$ cat config.mk
export PLATFORM = sky130hd
export DESIGN_NAME = fpq16_back
export DESIGN_NICKNAME = d
export VERILOG_FILES = /design/src/sv/fpq16_pkg.sv /design/src/sv/fpq16_back.sv
export SDC_FILE = /design/constraint.sdc
export NUM_CORES = 1
export LEC_CHECK = 0
export BUFFER_PORTS_ARGS = -buffer_cell sky130_fd_sc_hd__buf_2
export CAP_MARGIN = 20
export CORE_AREA = 2 2 98 118
export CTS_BUF_LIST = sky130_fd_sc_hd__clkbuf_4 sky130_fd_sc_hd__clkbuf_8
export CTS_CLUSTER_DIAMETER = 200
export DETAILED_ROUTE_END_ITERATION = 10
export DIE_AREA = 0 0 100 120
export PLACE_DENSITY_LB_ADDON = 0.12
export SYNTH_ARGS = -nofsm -noshare
export SYNTH_HDL_FRONTEND = slang
export SYNTH_SLANG_ARGS = --single-unit
$ cat constraint.sdc
create_clock -name clock -period 4.6 [get_ports clock]
set_clock_uncertainty 0.2 [all_clocks]
set_input_delay 0 -clock clock [delete_from_list [all_inputs] [get_ports clock]]
set_output_delay 0 -clock clock [all_outputs]
set_load 0.005 [all_outputs]
$ cat src/sv/fpq16_pkg.sv
// ----------------------------------------------------------------------------
// fpq16_pkg
// types and codes shared by the q16.16 fixed-point alu modules
// ----------------------------------------------------------------------------
package fpq16_pkg;

   localparam int unsigned OPND_W = 32;

   typedef enum logic [1:0] {
      CMD_ADD = 2'd0,
      CMD_SUB = 2'd1,
      CMD_MUL = 2'd2,
      CMD_DIV = 2'd3
   } cmd_type;

   typedef enum logic [1:0] {
      ST_OK       = 2'd0,
      ST_DIV_ZERO = 2'd1,
      ST_OVERFLOW = 2'd2
   } status_type;

   // per-item control traveling down the divider chain
   typedef struct packed {
      logic              valid;
      logic              is_div;
      logic              neg;
      logic [OPND_W-1:0] result;
      status_type        status;
   } ctl_type;

endpackage

$ cat src/sv/fpq16_back.sv
// ----------------------------------------------------------------------------
// fpq16_back
// quotient sign and range check, result select, output register with skid
// ----------------------------------------------------------------------------
module fpq16_back #(
   parameter int unsigned DVD_W = 48
) (
   input  logic                         clock,
   input  logic                         reset,
   output logic                         enable,
   input  fpq16_pkg::ctl_type           src_ctl,
   input  logic [DVD_W-1:0]             src_dvd,
   output logic                         out_valid,
   input  logic                         out_ready,
   output logic [fpq16_pkg::OPND_W-1:0] out_result,
   output logic [1:0]                   out_status
);
   import fpq16_pkg::*;

   logic [OPND_W-1:0] q_low;
   logic [OPND_W-1:0] div_res;
   logic              fits_pos;
   logic              fits_neg;
   logic              div_fits;
   logic              fin_valid;
   logic [OPND_W-1:0] fin_result;
   status_type        fin_status;

   logic              out_valid_ff;
   logic              out_valid_in;
   logic [OPND_W-1:0] out_res_ff;
   logic [OPND_W-1:0] out_res_in;
   status_type        out_st_ff;
   status_type        out_st_in;
   logic              skid_valid_ff;
   logic              skid_valid_in;
   logic [OPND_W-1:0] skid_res_ff;
   logic [OPND_W-1:0] skid_res_in;
   status_type        skid_st_ff;
   status_type        skid_st_in;

   assign enable = ~skid_valid_ff;

   assign q_low    = src_dvd[OPND_W-1:0];
   assign fits_pos = ~(|src_dvd[DVD_W-1:OPND_W-1]);
   assign fits_neg = ~(|src_dvd[DVD_W-1:OPND_W]) &
                     (~src_dvd[OPND_W-1] | ~(|src_dvd[OPND_W-2:0]));
   assign div_res  = src_ctl.neg ? (~q_low + 32'd1) : q_low;
   assign div_fits = src_ctl.neg ? fits_neg : fits_pos;

   assign fin_valid  = src_ctl.valid & enable;
   assign fin_result = src_ctl.is_div ? div_res : src_ctl.result;
   assign fin_status = src_ctl.is_div ? (div_fits ? ST_OK : ST_OVERFLOW) : src_ctl.status;

   always_comb begin
      out_valid_in  = out_valid_ff;
      out_res_in    = out_res_ff;
      out_st_in     = out_st_ff;
      skid_valid_in = skid_valid_ff;
      skid_res_in   = skid_res_ff;
      skid_st_in    = skid_st_ff;
      if (out_valid_ff && out_ready) begin
         if (skid_valid_ff) begin
            out_res_in    = skid_res_ff;
            out_st_in     = skid_st_ff;
            skid_valid_in = 1'b0;
         end else if (fin_valid) begin
            out_res_in = fin_result;
            out_st_in  = fin_status;
         end else begin
            out_valid_in = 1'b0;
         end
      end else if (out_valid_ff) begin
         if (fin_valid) begin
            skid_valid_in = 1'b1;
            skid_res_in   = fin_result;
            skid_st_in    = fin_status;
         end
      end else if (fin_valid) begin
         out_valid_in = 1'b1;
         out_res_in   = fin_result;
         out_st_in    = fin_status;
      end
   end

   always_ff @(posedge clock) begin
      if (reset) begin
         out_valid_ff  <= 1'b0;
         skid_valid_ff <= 1'b0;
      end else begin
         out_valid_ff  <= out_valid_in;
         skid_valid_ff <= skid_valid_in;
      end
      out_res_ff  <= out_res_in;
      out_st_ff   <= out_st_in;
      skid_res_ff <= skid_res_in;
      skid_st_ff  <= skid_st_in;
   end

   assign out_valid  = out_valid_ff;
   assign out_result = out_res_ff;
   assign out_status = out_st_ff;

endmodule

==> results_dict.tcl <==
set metrics [dict create \
    synth-edff-count 68 \
    postSynthCellCount 427 \
    ant_nets 0 \
    grt_pass1_wl_um 21600 \
    cts_max_level 3 \
    wl_um 13800 \
    synth_area_um2 4360 \
    crit_arrival_ns 3.46 \
    synthArstFlopShare_pct 0 \
    slew_headroom_pct 30.6 \
    post_drt_wl_per_cell_um 18.3 \
    cp-start-kind "input port" \
    post-route-period-util_pct 77.1 \
    crit_path_cell_trace "dlygate4sd3_1 > buf_2 > or3_1 > or3_1 > or3_4 > nor4_1 > nor3_1 > dlygate4sd3_1" \
    post_cts_buffers 0 \
    cts_resized 0 \
    min_path_type "in2reg" \
    rsz0062_at_grt "no" \
    synthFlopType "edfxtp_1" \
    critPathTopFamily "simple AND/OR/NAND/NOR gates" \
    firstDrtPassIters 4 \
    numCtsBuffers 9 \
    routabilityCongestion 0.813 \
    synth_area_per_cell_um2 10.2 \
    drive_gt1_share_pct 28.2 \
    die_h_um 120 \
    max-clock-path-buffers 2 \
    worst-path-buf-inv 3 \
    worst_pin_slew_ns 1.04 \
    routed_via_density 5.58 \
    p_leak_nw 2.36 \
    drt-initial-drc-count 265 \
    setup_tns_ns 0 \
    mostFrequentLayoutCells "123 x buf_2, 84 x dlygate4sd3_1, 68 x edfxtp_1" \
    via_count 4226 \
    final_hold_viol_count 1 \
    clock-root-buffer "clkbuf_8" \
    max-cap-violations 0 \
    period_needed_ns 3.55 \
    cts_hold_buf 84 \
    synth_cell_types 62 \
    final_max_slew_viol_count 0 \
    finalPower_mw 1.89 \
    syn2layout_area_growth_pct 42.1 \
    diodes 0 \
    synth_nets 516 \
    dieArea_um2 12000 \
    mostFrequentLayoutCell "buf_2" \
    vdd_drop_max_uv 149 \
    worst_ep_required_time_ns 4.52 \
    initial_utilization_pct 39.9 \
    num_io_pins 124 \
    path_clk_slew_ns 0.08 \
    io_buffer_count 123 \
    path_class "in2reg" \
    overflow 0 \
    yosys_warnings 0 \
    cp_slowest_stage_delay_ns 0.71 \
    status "complete, but fails checks" \
    whs_ns -0.000534 \
    placed_cells 656 \
    row_count 42 \
    violations "hold timing" \
    path_max_fanout 18 \
    cts_tree "done" \
    grt_usage_pct 23.2 \
    cts.sinks 70 \
    fmax_mhz 282 \
    crit_slowest_cell "or3_1" \
    remaining_drc_errors 0 \
    finalNonFillerCells 757 \
    clock_latency_ns 0.36 \
    synth_seq_cells 70 \
    detailed_place_hpwl_um 8810 \
    antenna_found_initial 0 \
    ys_seq_area_share_pct 47.8 \
    coreArea_um2 10900 \
    first_global_vias 4301 \
    nNetsFinal 709 \
    dieWidth_um 100 \
    grt_max_degree 47 \
    finalSetupViolCount 0 \
    end_kind "flop" \
    pwr_density_cell_nw_per_um2 304 \
]
metal layers:
metal	global-route usage, %	share of wire [%]	vias to the layer above
li1	-	-	2049
met1	30.1	44	1986
met2	39.3	48	171
met3	2.62	5.5	20
met4	9.33	2.0	0
met5	0	0	-
final timing paths:
path	startpoint	to	slack [ns]	cells after the start
setup / recovery	src_dvd[8]	skid_res_ff[29]	1.05	8
hold / removal	src_ctl[36]	out_valid	-0.0005	4
setup reg to reg	skid_valid_ff	out_result[29]	1.52	8
hold reg to reg	out_status[0]	out_status[0]	0.39	2
worst register-to-register path, delay by kind of cell (launching register included):
family,cells,cell delay [ns]
flops,1,0.36
compound gates,1,0.17
buf+inv,3,1.12
simple gates,4,0.99
cell families after synthesis:
family                     count (synthesis)  share of synthesized area [%]
adders and majority gates                  1                          0.287
buffers and inverters                     41                           3.93
and+or+nand+nor                          147                           18.5
AOI/OAI and AO/OA                        131                           21.4
DFF                                       70                           47.8
muxes                                     18                           4.33
xor gates and xnor gates                  19                           3.82
cell type report:
type                            instances  area [um2]
Clock buffer                           10         138
Clock inverter                          6         133
Fill cell                             989        4730
Inverter                                9        33.8
Multi-Input combinational cell        316        2120
Sequential cell                        70        2080
Tap cell                              132         165
Timing Repair Buffer                  214        1520
power breakdown:
part	internal, mW	switching (mW)	leakage, nW	total (mW)
Clock	0.429	0.244	0.134	0.673
Sequential	0.776	0.0311	0.661	0.807
Combinational	0.209	0.198	1.56	0.406
Yosys cell counts (all sizes together), types with 9 or more instances:
cell type,instances,share of area [%]
o31ai,11,2.6
nor4,15,2.8
or3,9,1.5
nor3,15,2.0
nand3,9,1.0
xor2,13,2.6
o22ai,14,2.0
o21ai,12,1.4
a21oi,39,4.5
edfxtp,68,47
nand2,24,2.1
mux2i,11,2.5
nor2,46,4.0
clkbuf,24,2.1
state kept, by name, summed over array words and instances (netlist names):
name / flops
out_valid: 1
skid_res_ff: 32
skid_st_ff: 2
out_status: 2
out_result: 32
skid_valid_ff: 1
stage by stage:
step	util (%)	area, um2	setup slack, ns
6_report	56.7	6200	1.05
5_1_grt	56.7	6200	0.971
4_1_cts	56.5	6180	1.12
3_5_place_dp	46.3	5060	1.82
3_3_place_gp	46.3	5060	1.80
2_1_floorplan	-	4360	1.22
No activity file was read; power rests on OpenSTA's default activity.
