`config.mk`:
```
export PLATFORM = sky130hd
export DESIGN_NAME = fpq16_front
export DESIGN_NICKNAME = d
export VERILOG_FILES = /design/src/sv/fpq16_pkg.sv /design/src/sv/fpq16_front.sv
export SDC_FILE = /design/constraint.sdc
export NUM_CORES = 2
export LEC_CHECK = 0
export ABC_AREA = 1
export BUFFER_PORTS_ARGS = -buffer_cell sky130_fd_sc_hd__clkbuf_2
export CAP_MARGIN = 10
export CORE_ASPECT_RATIO = 0.9
export CORE_UTILIZATION = 60
export CTS_CLUSTER_DIAMETER = 50
export CTS_CLUSTER_SIZE = 20
export DETAILED_ROUTE_END_ITERATION = 7
export GPL_TIMING_DRIVEN = 0
export PLACE_DENSITY = 0.78
export SYNTH_ARGS = -nofsm -noshare
export SYNTH_HDL_FRONTEND = slang
export SYNTH_SLANG_ARGS = --single-unit
```
`constraint.sdc`:
```
create_clock -name clock -period 17.44 [get_ports clock]
set_input_delay 1.744 -clock clock [delete_from_list [all_inputs] [get_ports clock]]
set_output_delay 1.744 -clock clock [all_outputs]
set_load 0.005 [all_outputs]
```
`src/sv/fpq16_pkg.sv`:
```
// ----------------------------------------------------------------------------
// fpq16_pkg
// types and codes shared by the q16.16 fixed-point alu modules
// ----------------------------------------------------------------------------
package fpq16_pkg;

   localparam int unsigned OPND_W = 32;

   typedef enum logic [1:0] {
      CMD_ADD = 2'd0,
      CMD_SUB = 2'd1,
      CMD_MUL = 2'd2,
      CMD_DIV = 2'd3
   } cmd_type;

   typedef enum logic [1:0] {
      ST_OK       = 2'd0,
      ST_DIV_ZERO = 2'd1,
      ST_OVERFLOW = 2'd2
   } status_type;

   // per-item control traveling down the divider chain
   typedef struct packed {
      logic              valid;
      logic              is_div;
      logic              neg;
      logic [OPND_W-1:0] result;
      status_type        status;
   } ctl_type;

endpackage

```
`src/sv/fpq16_front.sv`:
```
// ----------------------------------------------------------------------------
// fpq16_front
// operand stage: multiply, add/subtract, and divider setup
// ----------------------------------------------------------------------------
module fpq16_front #(
   parameter  int unsigned FRAC_BITS = 16,
   localparam int unsigned DVD_W     = fpq16_pkg::OPND_W + FRAC_BITS
) (
   input  logic                             clock,
   input  logic                             reset,
   input  logic                             enable,
   input  logic                             in_valid,
   input  logic [1:0]                       in_cmd,
   input  logic signed [fpq16_pkg::OPND_W-1:0] in_a,
   input  logic signed [fpq16_pkg::OPND_W-1:0] in_b,
   output fpq16_pkg::ctl_type               dst_ctl,
   output logic [fpq16_pkg::OPND_W-1:0]     dst_rem,
   output logic [DVD_W-1:0]                 dst_dvd,
   output logic [fpq16_pkg::OPND_W-1:0]     dst_dsr
);
   import fpq16_pkg::*;

   localparam logic [2*OPND_W-1:0] MulBias = (64'd1 << FRAC_BITS) - 64'd1;

   logic                      s0_valid_ff;
   cmd_type                   cmd_s0_ff;
   logic signed [OPND_W-1:0]  a_s0_ff;
   logic signed [OPND_W-1:0]  b_s0_ff;
   logic signed [2*OPND_W-1:0] prod_s0_ff;
   logic signed [2*OPND_W-1:0] prod_s0_in;

   logic [OPND_W:0]           sum;
   logic [OPND_W:0]           diff;
   logic [2*OPND_W-1:0]       prod_adj;
   logic signed [2*OPND_W-1:0] prod_q;
   logic                      mul_fits;
   logic [OPND_W-1:0]         a_mag;
   logic [OPND_W-1:0]         b_mag;

   ctl_type                   ctl_ff;
   ctl_type                   ctl_in;
   logic [OPND_W-1:0]         rem_ff;
   logic [OPND_W-1:0]         rem_in;
   logic [DVD_W-1:0]          dvd_ff;
   logic [DVD_W-1:0]          dvd_in;
   logic [OPND_W-1:0]         dsr_ff;
   logic [OPND_W-1:0]         dsr_in;

   assign prod_s0_in = in_a * in_b;

   always_ff @(posedge clock) begin
      if (reset) begin
         s0_valid_ff <= 1'b0;
      end else if (enable) begin
         s0_valid_ff <= in_valid;
      end
      if (enable) begin
         cmd_s0_ff  <= cmd_type'(in_cmd);
         a_s0_ff    <= in_a;
         b_s0_ff    <= in_b;
         prod_s0_ff <= prod_s0_in;
      end
   end

   assign sum  = {a_s0_ff[OPND_W-1], a_s0_ff} + {b_s0_ff[OPND_W-1], b_s0_ff};
   assign diff = {a_s0_ff[OPND_W-1], a_s0_ff} - {b_s0_ff[OPND_W-1], b_s0_ff};

   // truncate toward zero: bias negative products before the shift
   assign prod_adj = prod_s0_ff[2*OPND_W-1] ? (prod_s0_ff + MulBias) : prod_s0_ff;
   assign prod_q   = $signed(prod_adj) >>> FRAC_BITS;
   assign mul_fits = (&prod_q[2*OPND_W-1:OPND_W-1]) | ~(|prod_q[2*OPND_W-1:OPND_W-1]);

   assign a_mag = a_s0_ff[OPND_W-1] ? (~a_s0_ff + 32'd1) : a_s0_ff;
   assign b_mag = b_s0_ff[OPND_W-1] ? (~b_s0_ff + 32'd1) : b_s0_ff;

   always_comb begin
      ctl_in        = '0;
      ctl_in.valid  = s0_valid_ff;
      ctl_in.status = ST_OK;
      rem_in        = '0;
      dvd_in        = {a_mag, {FRAC_BITS{1'b0}}};
      dsr_in        = b_mag;
      case (cmd_s0_ff)
         CMD_ADD: begin
            ctl_in.result = sum[OPND_W-1:0];
            ctl_in.status = (sum[OPND_W] == sum[OPND_W-1]) ? ST_OK : ST_OVERFLOW;
         end
         CMD_SUB: begin
            ctl_in.result = diff[OPND_W-1:0];
            ctl_in.status = (diff[OPND_W] == diff[OPND_W-1]) ? ST_OK : ST_OVERFLOW;
         end
         CMD_MUL: begin
            ctl_in.result = prod_q[OPND_W-1:0];
            ctl_in.status = mul_fits ? ST_OK : ST_OVERFLOW;
         end
         CMD_DIV: begin
            if (b_s0_ff == '0) begin
               ctl_in.status = ST_DIV_ZERO;
            end else begin
               ctl_in.is_div = 1'b1;
               ctl_in.neg    = a_s0_ff[OPND_W-1] ^ b_s0_ff[OPND_W-1];
            end
         end
         default: begin
            ctl_in.status = ST_OK;
         end
      endcase
   end

   always_ff @(posedge clock) begin
      if (reset) begin
         ctl_ff <= '0;
      end else if (enable) begin
         ctl_ff <= ctl_in;
      end
      if (enable) begin
         rem_ff <= rem_in;
         dvd_ff <= dvd_in;
         dsr_ff <= dsr_in;
      end
   end

   assign dst_ctl = ctl_ff;
   assign dst_rem = rem_ff;
   assign dst_dvd = dvd_ff;
   assign dst_dsr = dsr_ff;

endmodule

```
==> qor.yml <==
grt_pass1_vias: 47400
drtIter0Drc: 6177
r2r-start: "a_s0_ff[0]"
whs_path_depth: 2
drive_above_1_share_pct: 4.942
syn_inst: 6566
ys_types: 56
worstMarginPinSlew_ps: 1494
clockRootBuffer: "clkbuf_16"
portBuffers: 169
worstHoldPathType: "reg -> reg"
syn2layout_area_growth_pct: 6.829
clk_pin_slew_worst_paths_ps: 60
routed_via_density: 5.823
grt_first_pass_wirelength_mm: 306.7
routed_wl_mm: 209.1
cp_max_fo: 10
synth.yosys.seq_area_share_pct: 12.50
max_clock_freq_ghz: 0.09757
ys.warnings.count: 0
cts.sinks: 232
dieArea_sq_mm: 0.08902
cts.repair.resized: 0
muxShareOfSynthArea_pct: 0
synth_most_common_cell: "inv_1"
grt_max_degree: 104
ys_top_cells_by_count: "inv_1 (1812), nand2_1 (1576), fa_1 (1084)"
start_kind: "primary input"
die_y_um: 283.2
cts_tree: "done"
end_kind: "flip-flop"
holdPathEnd: "dst_ctl[2]"
rsz0062_at_grt: "false"
synthTopCellsByArea: "fa_1 (41%), inv_1 (13%), nand2_1 (11%), edfxtp_1 (11%), ha_1 (5.9%)"
setup_ws_ps: 7191
hold_buffers: 0
holdWs_ps: 464.0
drc_errors: 0
setup_tns_ps: 0
hp-start: "dst_ctl[2]"
ant_nets: 0
final-setup-viol-count: 0
dp_hpwl_mm: 174.9
dp_slack_ps: 6764
synth_top_area_share_pct: 41.18
drv_cap: 1
track_usage_pct: 48.12
cp.arrival_ps: 10600
synth-simple-area-share_pct: 17.59
start_util_pct: 60.90
numCtsBuffers: 29
reg2reg_to: "dst_ctl[8]"
io_pins: 219
finClkSkew_ps: 22.93
violations: "max-capacitance violations"
synth_xor_area_share_pct: 2.260
synth_adder_area_share_pct: 47.12
finalCritPeriodShare_pct: 58.77
synth_seq_cells: 232
hold_violations: 0
dr.pass1.iters: 6
ys.flop_type: "edfxtp_1"
core_area_sq_mm: 0.08653
wl_per_cell_um: 26.17
async_flop_share_pct: 0
synth_top_family_by_area: "adder cells"
regToRegSetupSlack_ps: 13900
nets: 8221
worst_skew_pair.late_latency_ps: 610
overflow: 0
worstRegToRegCells: 16
postCtsSetupRepairBufs: 0
maxSlewViolCount: 0
synth_largest_area_cell: "fa_1"
critPathKind: "in -> reg"
status: "finished with violations"
synth_area_per_cell_sq_um: 8.026
cp.required_ps: 17790
antenna_found_initial: 11
synth_compound_area_share_pct: 5.131
rows: 102
syn_area_sq_mm: 0.05270
synth-edff-count: 194
clk_path_buf_depth: 3
routabilityCongestion: 1.053
max_slew_margin_pct: 0.4197
finalCriticalPeriod_ps: 10250
fp.dieW_um: 314.4
num_vias: 46540
h-tree-depth: 1
## logic make-up after synthesis
family,Yosys count
buffers and inverters,2099
adder cells (fa/ha/maj),1334
flip-flops,232
other,1
AND/OR/NAND/NOR,2284
AO/OA/AOI/OAI,480
XOR/XNOR,136
## worst max-delay path, cell delays in order
cell and delay (ps):
clkbuf_2 240, clkbuf_1 730, nand2_1 320, inv_1 170, fa_1 390, inv_1 260
fa_1 480, inv_1 250, fa_1 500, fa_1 1010, inv_1 450, fa_1 590
inv_1 50, fa_1 530, inv_1 50, fa_1 470, inv_1 60, fa_1 460
ha_1 360, a21oi_1 200, o21ai_0 150, a211oi_1 420, o21ai_0 240, a21oi_1 160
nand2_1 130, xor2_1 170
## cell usage in the layout (no fill, tap or decap), types with 38 or more instances in the layout
cell / netlist / final
ha_1: 250 / 250
nand2_1: 1576 / 1576
a21oi_1: 210 / 210
nand4_1: 55 / 55
buf_4: 49 / 49
nor2_1: 365 / 365
o21ai_0: 139 / 139
fa_1: 1084 / 1083
conb_1: 1 / 48
inv_1: 1812 / 1812
xor2_1: 103 / 103
nor3_1: 39 / 39
dfxtp_1: 38 / 38
clkbuf_2: 2 / 171
nand3_1: 180 / 180
edfxtp_1: 194 / 194
clkbuf_1: 217 / 217
## flip-flops by register name (all words and copies together) (netlist names)
signal,cells
s0_valid_ff,1
cmd_s0_ff,2
dst_dvd,32
a_s0_ff,32
prod_s0_ff,64
dst_ctl,37
dst_dsr,32
b_s0_ff,32
## routing by layer
metal	GRT usage [%]	wire (um)	vias up
met2	69.70	87100	3450
li1	-	-	19580
met5	0	111	-
met4	28.26	15660	6
met1	61.64	73530	22690
met3	17.97	32740	813
## worst max-delay path by stage
stage                   from        endpoint  slack (ps)  cells after the start
floorplan           in_a[31]  prod_s0_ff[63]        8740                     28
global placement    in_a[31]  prod_s0_ff[63]        6760                     27
detailed placement  in_a[31]  prod_s0_ff[63]        6760                     29
CTS                 in_a[31]  prod_s0_ff[63]        7380                     29
global route        in_a[31]  prod_s0_ff[63]        6950                     29
finish              in_a[31]  prod_s0_ff[62]        7190                     26
## area by class of cell
cell class | instances | area, sq um
Inverter | 1812 | 6802
Clock inverter | 23 | 284.0
Antenna cell | 8 | 20.02
Timing Repair Buffer | 173 | 939.7
Fill cell | 7533 | 30230
Sequential cell | 232 | 6586
Clock buffer | 31 | 744.5
Multi-Input combinational cell | 4282 | 38180
Tap cell | 1144 | 1431
Buffer | 287 | 1311
## metrics by stage
stage | util [%] | area (sq um) | std cells
after floorplan | - | 52870 | 6613
after global placement | 63.74 | 55150 | 7926
after detailed placement | 63.85 | 55250 | 7930
after CTS | 65.04 | 56280 | 7984
after global routing | 65.04 | 56280 | 7985
final | 65.06 | 56300 | 7992
Power is left out: the tool's default activity adds up to more than one toggle a clock period on the data nets, which glitch-free logic cannot reach.
