==> src/sv/fpq16_pkg.sv <==
// ----------------------------------------------------------------------------
// fpq16_pkg
// types and codes shared by the q16.16 fixed-point alu modules
// ----------------------------------------------------------------------------
package fpq16_pkg;

   localparam int unsigned OPND_W = 32;

   typedef enum logic [1:0] {
      CMD_ADD = 2'd0,
      CMD_SUB = 2'd1,
      CMD_MUL = 2'd2,
      CMD_DIV = 2'd3
   } cmd_type;

   typedef enum logic [1:0] {
      ST_OK       = 2'd0,
      ST_DIV_ZERO = 2'd1,
      ST_OVERFLOW = 2'd2
   } status_type;

   // per-item control traveling down the divider chain
   typedef struct packed {
      logic              valid;
      logic              is_div;
      logic              neg;
      logic [OPND_W-1:0] result;
      status_type        status;
   } ctl_type;

endpackage

==> src/sv/fpq16_div_cell.sv <==
// ----------------------------------------------------------------------------
// fpq16_div_cell
// one restoring divide step: shifts in one dividend bit, emits one quotient bit
// ----------------------------------------------------------------------------
module fpq16_div_cell #(
   parameter int unsigned DVD_W = 48
) (
   input  logic                         clock,
   input  logic                         reset,
   input  logic                         enable,
   input  fpq16_pkg::ctl_type           src_ctl,
   input  logic [fpq16_pkg::OPND_W-1:0] src_rem,
   input  logic [DVD_W-1:0]             src_dvd,
   input  logic [fpq16_pkg::OPND_W-1:0] src_dsr,
   output fpq16_pkg::ctl_type           dst_ctl,
   output logic [fpq16_pkg::OPND_W-1:0] dst_rem,
   output logic [DVD_W-1:0]             dst_dvd,
   output logic [fpq16_pkg::OPND_W-1:0] dst_dsr
);
   import fpq16_pkg::*;

   logic [OPND_W:0]   trial;
   logic [OPND_W:0]   trial_sub;
   logic              take;

   ctl_type           ctl_ff;
   logic [OPND_W-1:0] rem_ff;
   logic [OPND_W-1:0] rem_in;
   logic [DVD_W-1:0]  dvd_ff;
   logic [DVD_W-1:0]  dvd_in;
   logic [OPND_W-1:0] dsr_ff;

   assign trial     = {src_rem, src_dvd[DVD_W-1]};
   assign trial_sub = trial - {1'b0, src_dsr};
   assign take      = ~trial_sub[OPND_W];
   assign rem_in    = take ? trial_sub[OPND_W-1:0] : trial[OPND_W-1:0];
   assign dvd_in    = {src_dvd[DVD_W-2:0], take};

   always_ff @(posedge clock) begin
      if (reset) begin
         ctl_ff <= '0;
      end else if (enable) begin
         ctl_ff <= src_ctl;
      end
      if (enable) begin
         rem_ff <= rem_in;
         dvd_ff <= dvd_in;
         dsr_ff <= src_dsr;
      end
   end

   assign dst_ctl = ctl_ff;
   assign dst_rem = rem_ff;
   assign dst_dvd = dvd_ff;
   assign dst_dsr = dsr_ff;

endmodule

==> config.mk <==
export PLATFORM = sky130hd
export DESIGN_NAME = fpq16_div_cell
export DESIGN_NICKNAME = d
export VERILOG_FILES = /design/src/sv/fpq16_pkg.sv /design/src/sv/fpq16_div_cell.sv
export SDC_FILE = /design/constraint.sdc
export NUM_CORES = 1
export LEC_CHECK = 0
export ABC_AREA = 1
export BUFFER_PORTS_ARGS = -buffer_cell sky130_fd_sc_hd__clkbuf_2
export CORE_ASPECT_RATIO = 1.5
export CORE_MARGIN = 2
export CORE_UTILIZATION = 54
export DETAILED_ROUTE_END_ITERATION = 12
export GPL_ROUTABILITY_DRIVEN = 0
export GPL_TIMING_DRIVEN = 0
export MAX_ROUTING_LAYER = met4
export PLACE_DENSITY = 0.87
export SYNTH_ARGS = -nofsm -noshare
export SYNTH_HDL_FRONTEND = slang
export SYNTH_SLANG_ARGS = --single-unit
==> constraint.sdc <==
create_clock -name clock -period 6.15 [get_ports clock]
set_input_delay 1.845 -clock clock [delete_from_list [all_inputs] [get_ports clock]]
set_output_delay 1.845 -clock clock [all_outputs]
set_load 0.02 [all_outputs]
==> results.md, run 1 <==
- Antenna violations before repair: 4
- Worst-Margin Slew: 0.912 ns
- Post-synthesis cell type count: 33
- Max-cap violations: 0
- Mapped Nets: ~1100
- DRC violations left: 0
- Worst r2r src: dst_ctl[3]$_SDFFE_PP0P_
- Core area: 14400 µm²
- Full die area: 15600 µm²
- Grt ovf: 0
- TritonRoute pass-1 iters: 6
- Ranking of synthesized cells by area: edfxtp_1 43%, nand2_1 18%, dfxtp_1 9.4%
- Share of flip-flops with an asynchronous set or reset: 0%
- WHS Endpoint: dst_ctl[26]$_SDFFE_PP0P_
- Pleak: between 5 and 6 nW
- Final setup fails: 0
- Hold_sp: dst_ctl[26]$_SDFFE_PP0P_
- Clock transition at path regs: about 0.06 ns
- 1st-iter DRT viols: 486
- Setup TNS Final: 0 ns
- Setup CP Type: in -> reg
- Layout cells sized above 1: 29.4%
- Hold Violations, Final: 0
- Area of the mapped netlist: 7880 µm²
- M1 GR Usage: 28.3%
- Seq. cell area: between 4000 and 5000 µm²
- Most common cell after layout, fill and taps aside: nand2_1
- Hpwl dp: between 15 and 20 mm
- Worst EP arrival: 3.89 ns
- Routed Antenna Nets: 0
- Met3 usage: under 10%
- IO Port Bufs: approximately 300
- Final count of pins violating max slew: 0
- R2R Setup Slk: 5.51 ns
- Leading area contributor after synthesis: edfxtp_1
- Critical Path Sink Type: flip-flop
- Routed length per placed instance: 15.1 µm
- TritonCTS clock tree: built
- Max rail drop VDD: ~0.00017 V
- First-pass GRT wire length: roughly 34 mm
- R2R cell count: 2
- Largest net degree at the start of global routing: approximately 120
- Die extent in x: just over 100 µm
- Multi-input logic area: 3060 µm²
- Initial Util: 54.7%
- Sequential area share after synthesis: 52.1%
- CTS max path bufs: 2
- Vias: a little over 7000
- Std cell rows: between 50 and 60
- Worst r2r dst: dst_ctl[3]$_SDFFE_PP0P_
- Synth Register Bits: 149
- Layout fillers: approximately 1100
- Total track usage: 29.8%
- # Post-CTS Setup Buffers: 0
- Root Buffer: clkbuf_16
- RSZ-0062 raised after global routing: no
- Worst min-delay path class: reg -> reg
- Post-placement cell area: 9630 µm²
- Outcome: finished clean
- Post-Layout Inst Area: 10200 µm²
- Min cycle time layout: between 3 and 4 ns
- CTS resizes: 0
- Syn Inst Count: 952
- Clock sinks: 149
- Setup slack after layout: 2.41 ns
- Hold_buf cts: 0
- Post-synth top area share: 42.7%
- Synth-to-layout area growth: 29.8%
- Commonest non-fill, non-tap cells in the layout: 387 x nand2_1, 298 x clkbuf_2, 151 x inv_1, 112 x edfxtp_1, 61 x a21oi_1
- Hold depth: 2
- Power Density: 284 nW/µm²
- Gr busiest metal: met2
- Worst Path Required: 6.30 ns
- H-Tree Depth: 4
- CTS buffer count: 17
- Crit share post-route: 60.8%
- GR Util met2: 52.6%
- Setup Skew: 0 ns
- Vias in the first global route: 7083
- Top_reg_cell synth: edfxtp_1
- Critical path peak fanout: 10
- Nets: between 1000 and 1500
- Max-slew headroom: between 30% and 40%
- Worst setup SP type: input pin
- Routed wire length: about 22 mm
- Top-Level Pins: 301
- Mean Syn Cell Area: approximately 8.3 µm²
- Achievable Freq: around 0.27 GHz
- Routed vias/inst: 4.90
- Post-place setup slack: ~2.0 ns
- Synth warn: 0
- Die H: 152 µm
- Clock latency on the worst-skew pair: about 0.41 ns
- Post-synth EDFFs: approximately 110
[routing by layer]
metal	vias up	share of wire (%)
li1	3639	-
met2	313	53
met3	79	7.5
met1	3240	33
met5	-	0
met4	0	5.7
[worst max-delay path, stage by stage]
cell	delay, ns
clkbuf_2	0.09
inv_1	0.04
ha_1	0.22
fa_1	0.42
inv_1	0.13
nand2_1	0.07
nand2_1	0.08
nand3_1	0.09
nand2_2	0.14
nand2_2	0.06
nand2_2	0.14
nand2_4	0.09
nand3_1	0.12
nand2_4	0.09
buf_6	0.15
nand2_1	0.07
nand2_1	0.07
[worst max path at each step]
stage                               endpoint  cells past startpoint        start
floorplan              dst_rem[13]$_DFFE_PP_                     16  src_dvd[47]
global placement    dst_ctl[13]$_SDFFE_PP0P_                      5       enable
detailed placement     dst_rem[10]$_DFFE_PP_                     17  src_dvd[47]
CTS                     dst_rem[7]$_DFFE_PP_                     17  src_dvd[47]
global route            dst_rem[8]$_DFFE_PP_                     17  src_dvd[47]
finish                  dst_rem[7]$_DFFE_PP_                     17  src_dvd[47]
[layout make-up]
cell class / count / area share (%)
flip-flops and latches: 149 / 40.2
well taps: 196 / 2.40
plain buffers: 17 / 1.19
clock buffers: 18 / 4.20
multi-input cells: 628 / 29.9
repair buffers: 299 / 14.7
diodes: 4 / 0.0979
clock inverters: 14 / 1.52
inverters: 158 / 5.80
[synth_stat cells (6+ instances only)]
cell / instances
nor3_1: 6
nand2_2: 25
dfxtp_1: 37
inv_1: 151
o21bai_1: 7
nand2_1: 387
nand3_1: 30
inv_2: 6
edfxtp_1: 112
clkbuf_1: 9
ha_1: 32
xor2_1: 14
a21oi_1: 61
nand4_1: 8
nor2_1: 38
[flip-flops by register name, indices dropped and copies added (netlist names)]
name and flops:
dst_ctl 37, dst_dsr 32, dst_dvd 48, dst_rem 32
[power by group]
group	switching (mW)	internal, mW	total (mW)
Sequential	0.0261	1.19	1.21
Clock	0.452	0.578	1.03
Combinational	0.438	0.220	0.658
[kinds of logic after synthesis]
group	after synthesis	synth area share, %
AOI/OAI and AO/OA	70	4.86
xor gates and xnor gates	15	1.67
adders and majority gates	33	5.34
buffers and inverters	175	9.07
DFF	149	52.1
and+or+nand+nor	510	26.9
[metrics by stage]
| stage | std cells | hold WS (ns) | util (%) | total power [mW] |
|---|---|---|---|---|
| 4_1_cts | 1479 | 0.465 | 70.9 | 2.92 |
| 6_report | 1483 | 0.463 | 71.0 | 2.90 |
| 3_5_place_dp | 1447 | 0.455 | 66.9 | 1.88 |
| 3_3_place_gp | 1447 | 0.448 | 66.8 | 1.87 |
| 2_1_floorplan | 952 | 0.536 | - | 1.64 |
| 5_1_grt | 1483 | 0.489 | 71.0 | 3.03 |
Power figures use the tool's default switching activity.
==> inputs of run 2 (changes only) <==
Settings changed: CORE_UTILIZATION 54 to 50, PLACE_DENSITY 0.87 to 0.81.
Clock period 6.15 ns to 3.57 ns, I/O delays scaled along.
==> run 2 against run 1 <==
  * Combinational power rose by 72%
  * Largest cell class unchanged
  * Via count fell by 0.52%
  * Count of clock-buffer cells in the layout rose by 1
  * Global-route usage fell by 2.8 points
  * Sequential share of layout area rose by 0.12 points
  * Flip-flop and latch count did not move
  * Cell count rose by 0.34%
  * Critical path type unchanged
  * Non-clock buffer count did not move
  * Critical path depth did not move
  * Die area rose by 7.7%
  * Clock skew did not move
==> results.md, run 2 (synthesis results as in run 1) <==
- Worst setup SP type: input pin
- Clock latency on the worst-skew pair: 0.43 ns (+0.02 ns)
- Synth-to-layout area growth: 29.4%
- Top-Level Pins: 301 (unchanged)
- Commonest non-fill, non-tap cells in the layout: 387 x nand2_1, 298 x clkbuf_2, 151 x inv_1, 112 x edfxtp_1, 61 x a21oi_1
- Max incr delay on CP: 0.41 ns (about the same)
- Layout Utilization: 65.5% (-5.5 points)
- Cells after DPL: 1454 (+0.48%)
- CTS resizes: 0 (unchanged)
- Final setup fails: 0 (unchanged)
- Non-filler instance count after layout: 1488 (+0.34%)
- Most common cell after layout, fill and taps aside: nand2_1
- Crit share post-route: between 80% and 90%
- Setup Skew: 0 ns (unchanged)
- IO Port Bufs: 299 (unchanged)
- Worst EP arrival: 3.10 ns (-0.79 ns)
- Initial Util: 50.6% (-4.1 points)
- Grt ovf: 0 (unchanged)
- DRC violations left: 0 (unchanged)
- Post-placement cell area: 9630 µm² (about the same)
- Root Buffer: clkbuf_16
- Hpwl dp: 18.1 mm (+0.98%)
- Total track usage: 27.0% (-2.8 points)
- Setup CP Type: in -> reg
- Final count of pins violating max slew: 0 (unchanged)
- Clock sinks: 149 (unchanged)
- Outcome: finished clean
- Routed vias/inst: 4.86 (-0.86%)
- Worst min-delay path class: reg -> reg
- Layout cells sized above 1: 29.4% (unchanged)
- Nets: 1455 (unchanged)
- First-pass GRT wire length: 33.4 mm (-2.6%)
- Top cell family by delay on the critical path: simple AND/OR/NAND/NOR gates
- Die extent in x: 106 µm (+3.8%)
- Max-slew headroom: 39.1% (-0.11 points)
- Min cycle time layout: about 2.9 ns
- Clk pwr share: 34.7% (-0.8 points)
- Sw Pwr: 1.58 mW (+72%)
- Combinational power share: 22.9% (+0.2 points)
- Largest net degree at the start of global routing: 115 (unchanged)
- Std cell rows: 56 (+3.7%)
- Vias: 7233 (-0.52%)
- Sw Ratio: 32.0% (+0.40 points)
- Power Internal: 3.35 mW (+69%)
- Achievable Freq: around 0.34 GHz
- Routed Antenna Nets: 0 (unchanged)
- Antenna violations before repair: 2 (-2)
- CTS max path bufs: 2 (unchanged)
- H-Tree Depth: 4 (unchanged)
- Max-cap violations: 0 (unchanged)
- Setup TNS Final: 0 ns (unchanged)
- Crit-path cells: clkbuf_2, inv_1, ha_1, fa_1, inv_1, nand2_1, nand2_1, nand3_1, nand2_2, nand2_2, nand2_2, nand2_4, nand3_1, nand2_4, buf_6, nand2_1, nand2_1
- Max reg flops: 48 (unchanged)
- WP buf/inv: 4 (unchanged)
- TritonCTS clock tree: built
- RSZ-0062 raised after global routing: no
- Power Density: 484 nW/µm² (+71%)
- TritonRoute pass-1 iters: 6 (unchanged)
- Sequential power share: 42.4% (+0.6 points)
- Pleak: 5.47 nW (-0.13%)
- CTS buffer count: 17 (unchanged)
- Critical path peak fanout: 10 (unchanged)
- Core area: 15600 µm² (+8.1%)
- Hold Violations, Final: 0 (unchanged)
- Vias in the first global route: 6725 (-5.1%)
- Full die area: 16800 µm² (+7.7%)
- Critical Path Sink Type: flip-flop
- Crit-path most repeated cell: nand2_1
- Post-Layout Inst Area: 10200 µm² (-0.29%)
- Worst Path Required: 3.75 ns (-2.55 ns)
- Hold_buf cts: 0 (unchanged)
- 1st-iter DRT viols: 620 (+28%)
- Clock transition at path regs: 0.07 ns (about the same)
- Max rail drop VDD: 0.000298 V (+71%)
- Worst path slowest cell: fa_1
- Worst-Margin Slew: 0.913 ns (+0.00158 ns)
- # Post-CTS Setup Buffers: 0 (unchanged)
- Routed length per placed instance: 15.3 µm (+0.96%)
- Routed wire length: 22.7 mm (+1.3%)
- Die H: 158 µm (+3.8%)
==> run 2: cell count changes in the layout (fill, tap and decap cells not counted), moves of 2 or more <==
cell / previous run / this run
inv_4: 0 / 3
inv_8: 5 / 2
clkinv_4: 3 / 1
diode_2: 4 / 2
inv_6: 4 / 6
==> run 2: layer usage <==
layer | vias to the layer above | GRT usage [%] | share of wire [%]
met5 | - | - | 0
li1 | 3627 | - | -
met2 | 323 | 50.2 | 53
met4 | 0 | 13.9 | 4.7
met3 | 71 | 5.23 | 8.1
met1 | 3212 | 26.5 | 34
==> run 2: layout make-up <==
type / count / area (µm²)
tap: 203 / 254
fill: 1370 / 5370
inverter: 158 / 593
clock inverter: 13 / 108
clock buffer: 19 / 443
antenna: 2 / 5.00
timing repair buffer: 299 / 1510
sequential: 149 / 4100
buffer: 17 / 121
multi-input combinational: 628 / 3060
==> run 2: power by group through the flow <==
stage,Sequential [mW],Combinational (mW),Clock (mW)
global placement,2.13,1.11,0
finish,2.09,1.13,1.71
global route,2.10,1.23,1.82
CTS,2.09,1.12,1.74
detailed placement,2.13,1.12,0
floorplan,2.32,0.508,0
==> run 2: final timing paths <==
kind / from / end / slack, ns / cells after the start
max: src_dvd[47] / dst_rem[18]$_DFFE_PP_ / 0.65 / 17
min: dst_ctl[11]$_SDFFE_PP0P_ / dst_ctl[11]$_SDFFE_PP0P_ / 0.46 / 2
max reg2reg: dst_ctl[2]$_SDFFE_PP0P_ / dst_ctl[2]$_SDFFE_PP0P_ / 2.90 / 2
min reg2reg: dst_ctl[11]$_SDFFE_PP0P_ / dst_ctl[11]$_SDFFE_PP0P_ / 0.46 / 2
==> run 2: metrics by stage <==
step	hold WS [ns]	worst slack, ns	power [mW]
CTS	0.465	0.678	4.95
global placement	0.448	-0.659	3.23
floorplan	0.536	0.645	2.83
global route	0.473	0.542	5.15
detailed placement	0.455	0.246	3.25
finish	0.461	0.648	4.93
==> run 2: worst reg2reg max path: cells and delay by family (launching register included) <==
family	cells	cell delay (ns)
AND/OR/NAND/NOR	1	0.07
AO/OA/AOI/OAI	1	0.15
flip-flops	1	0.37
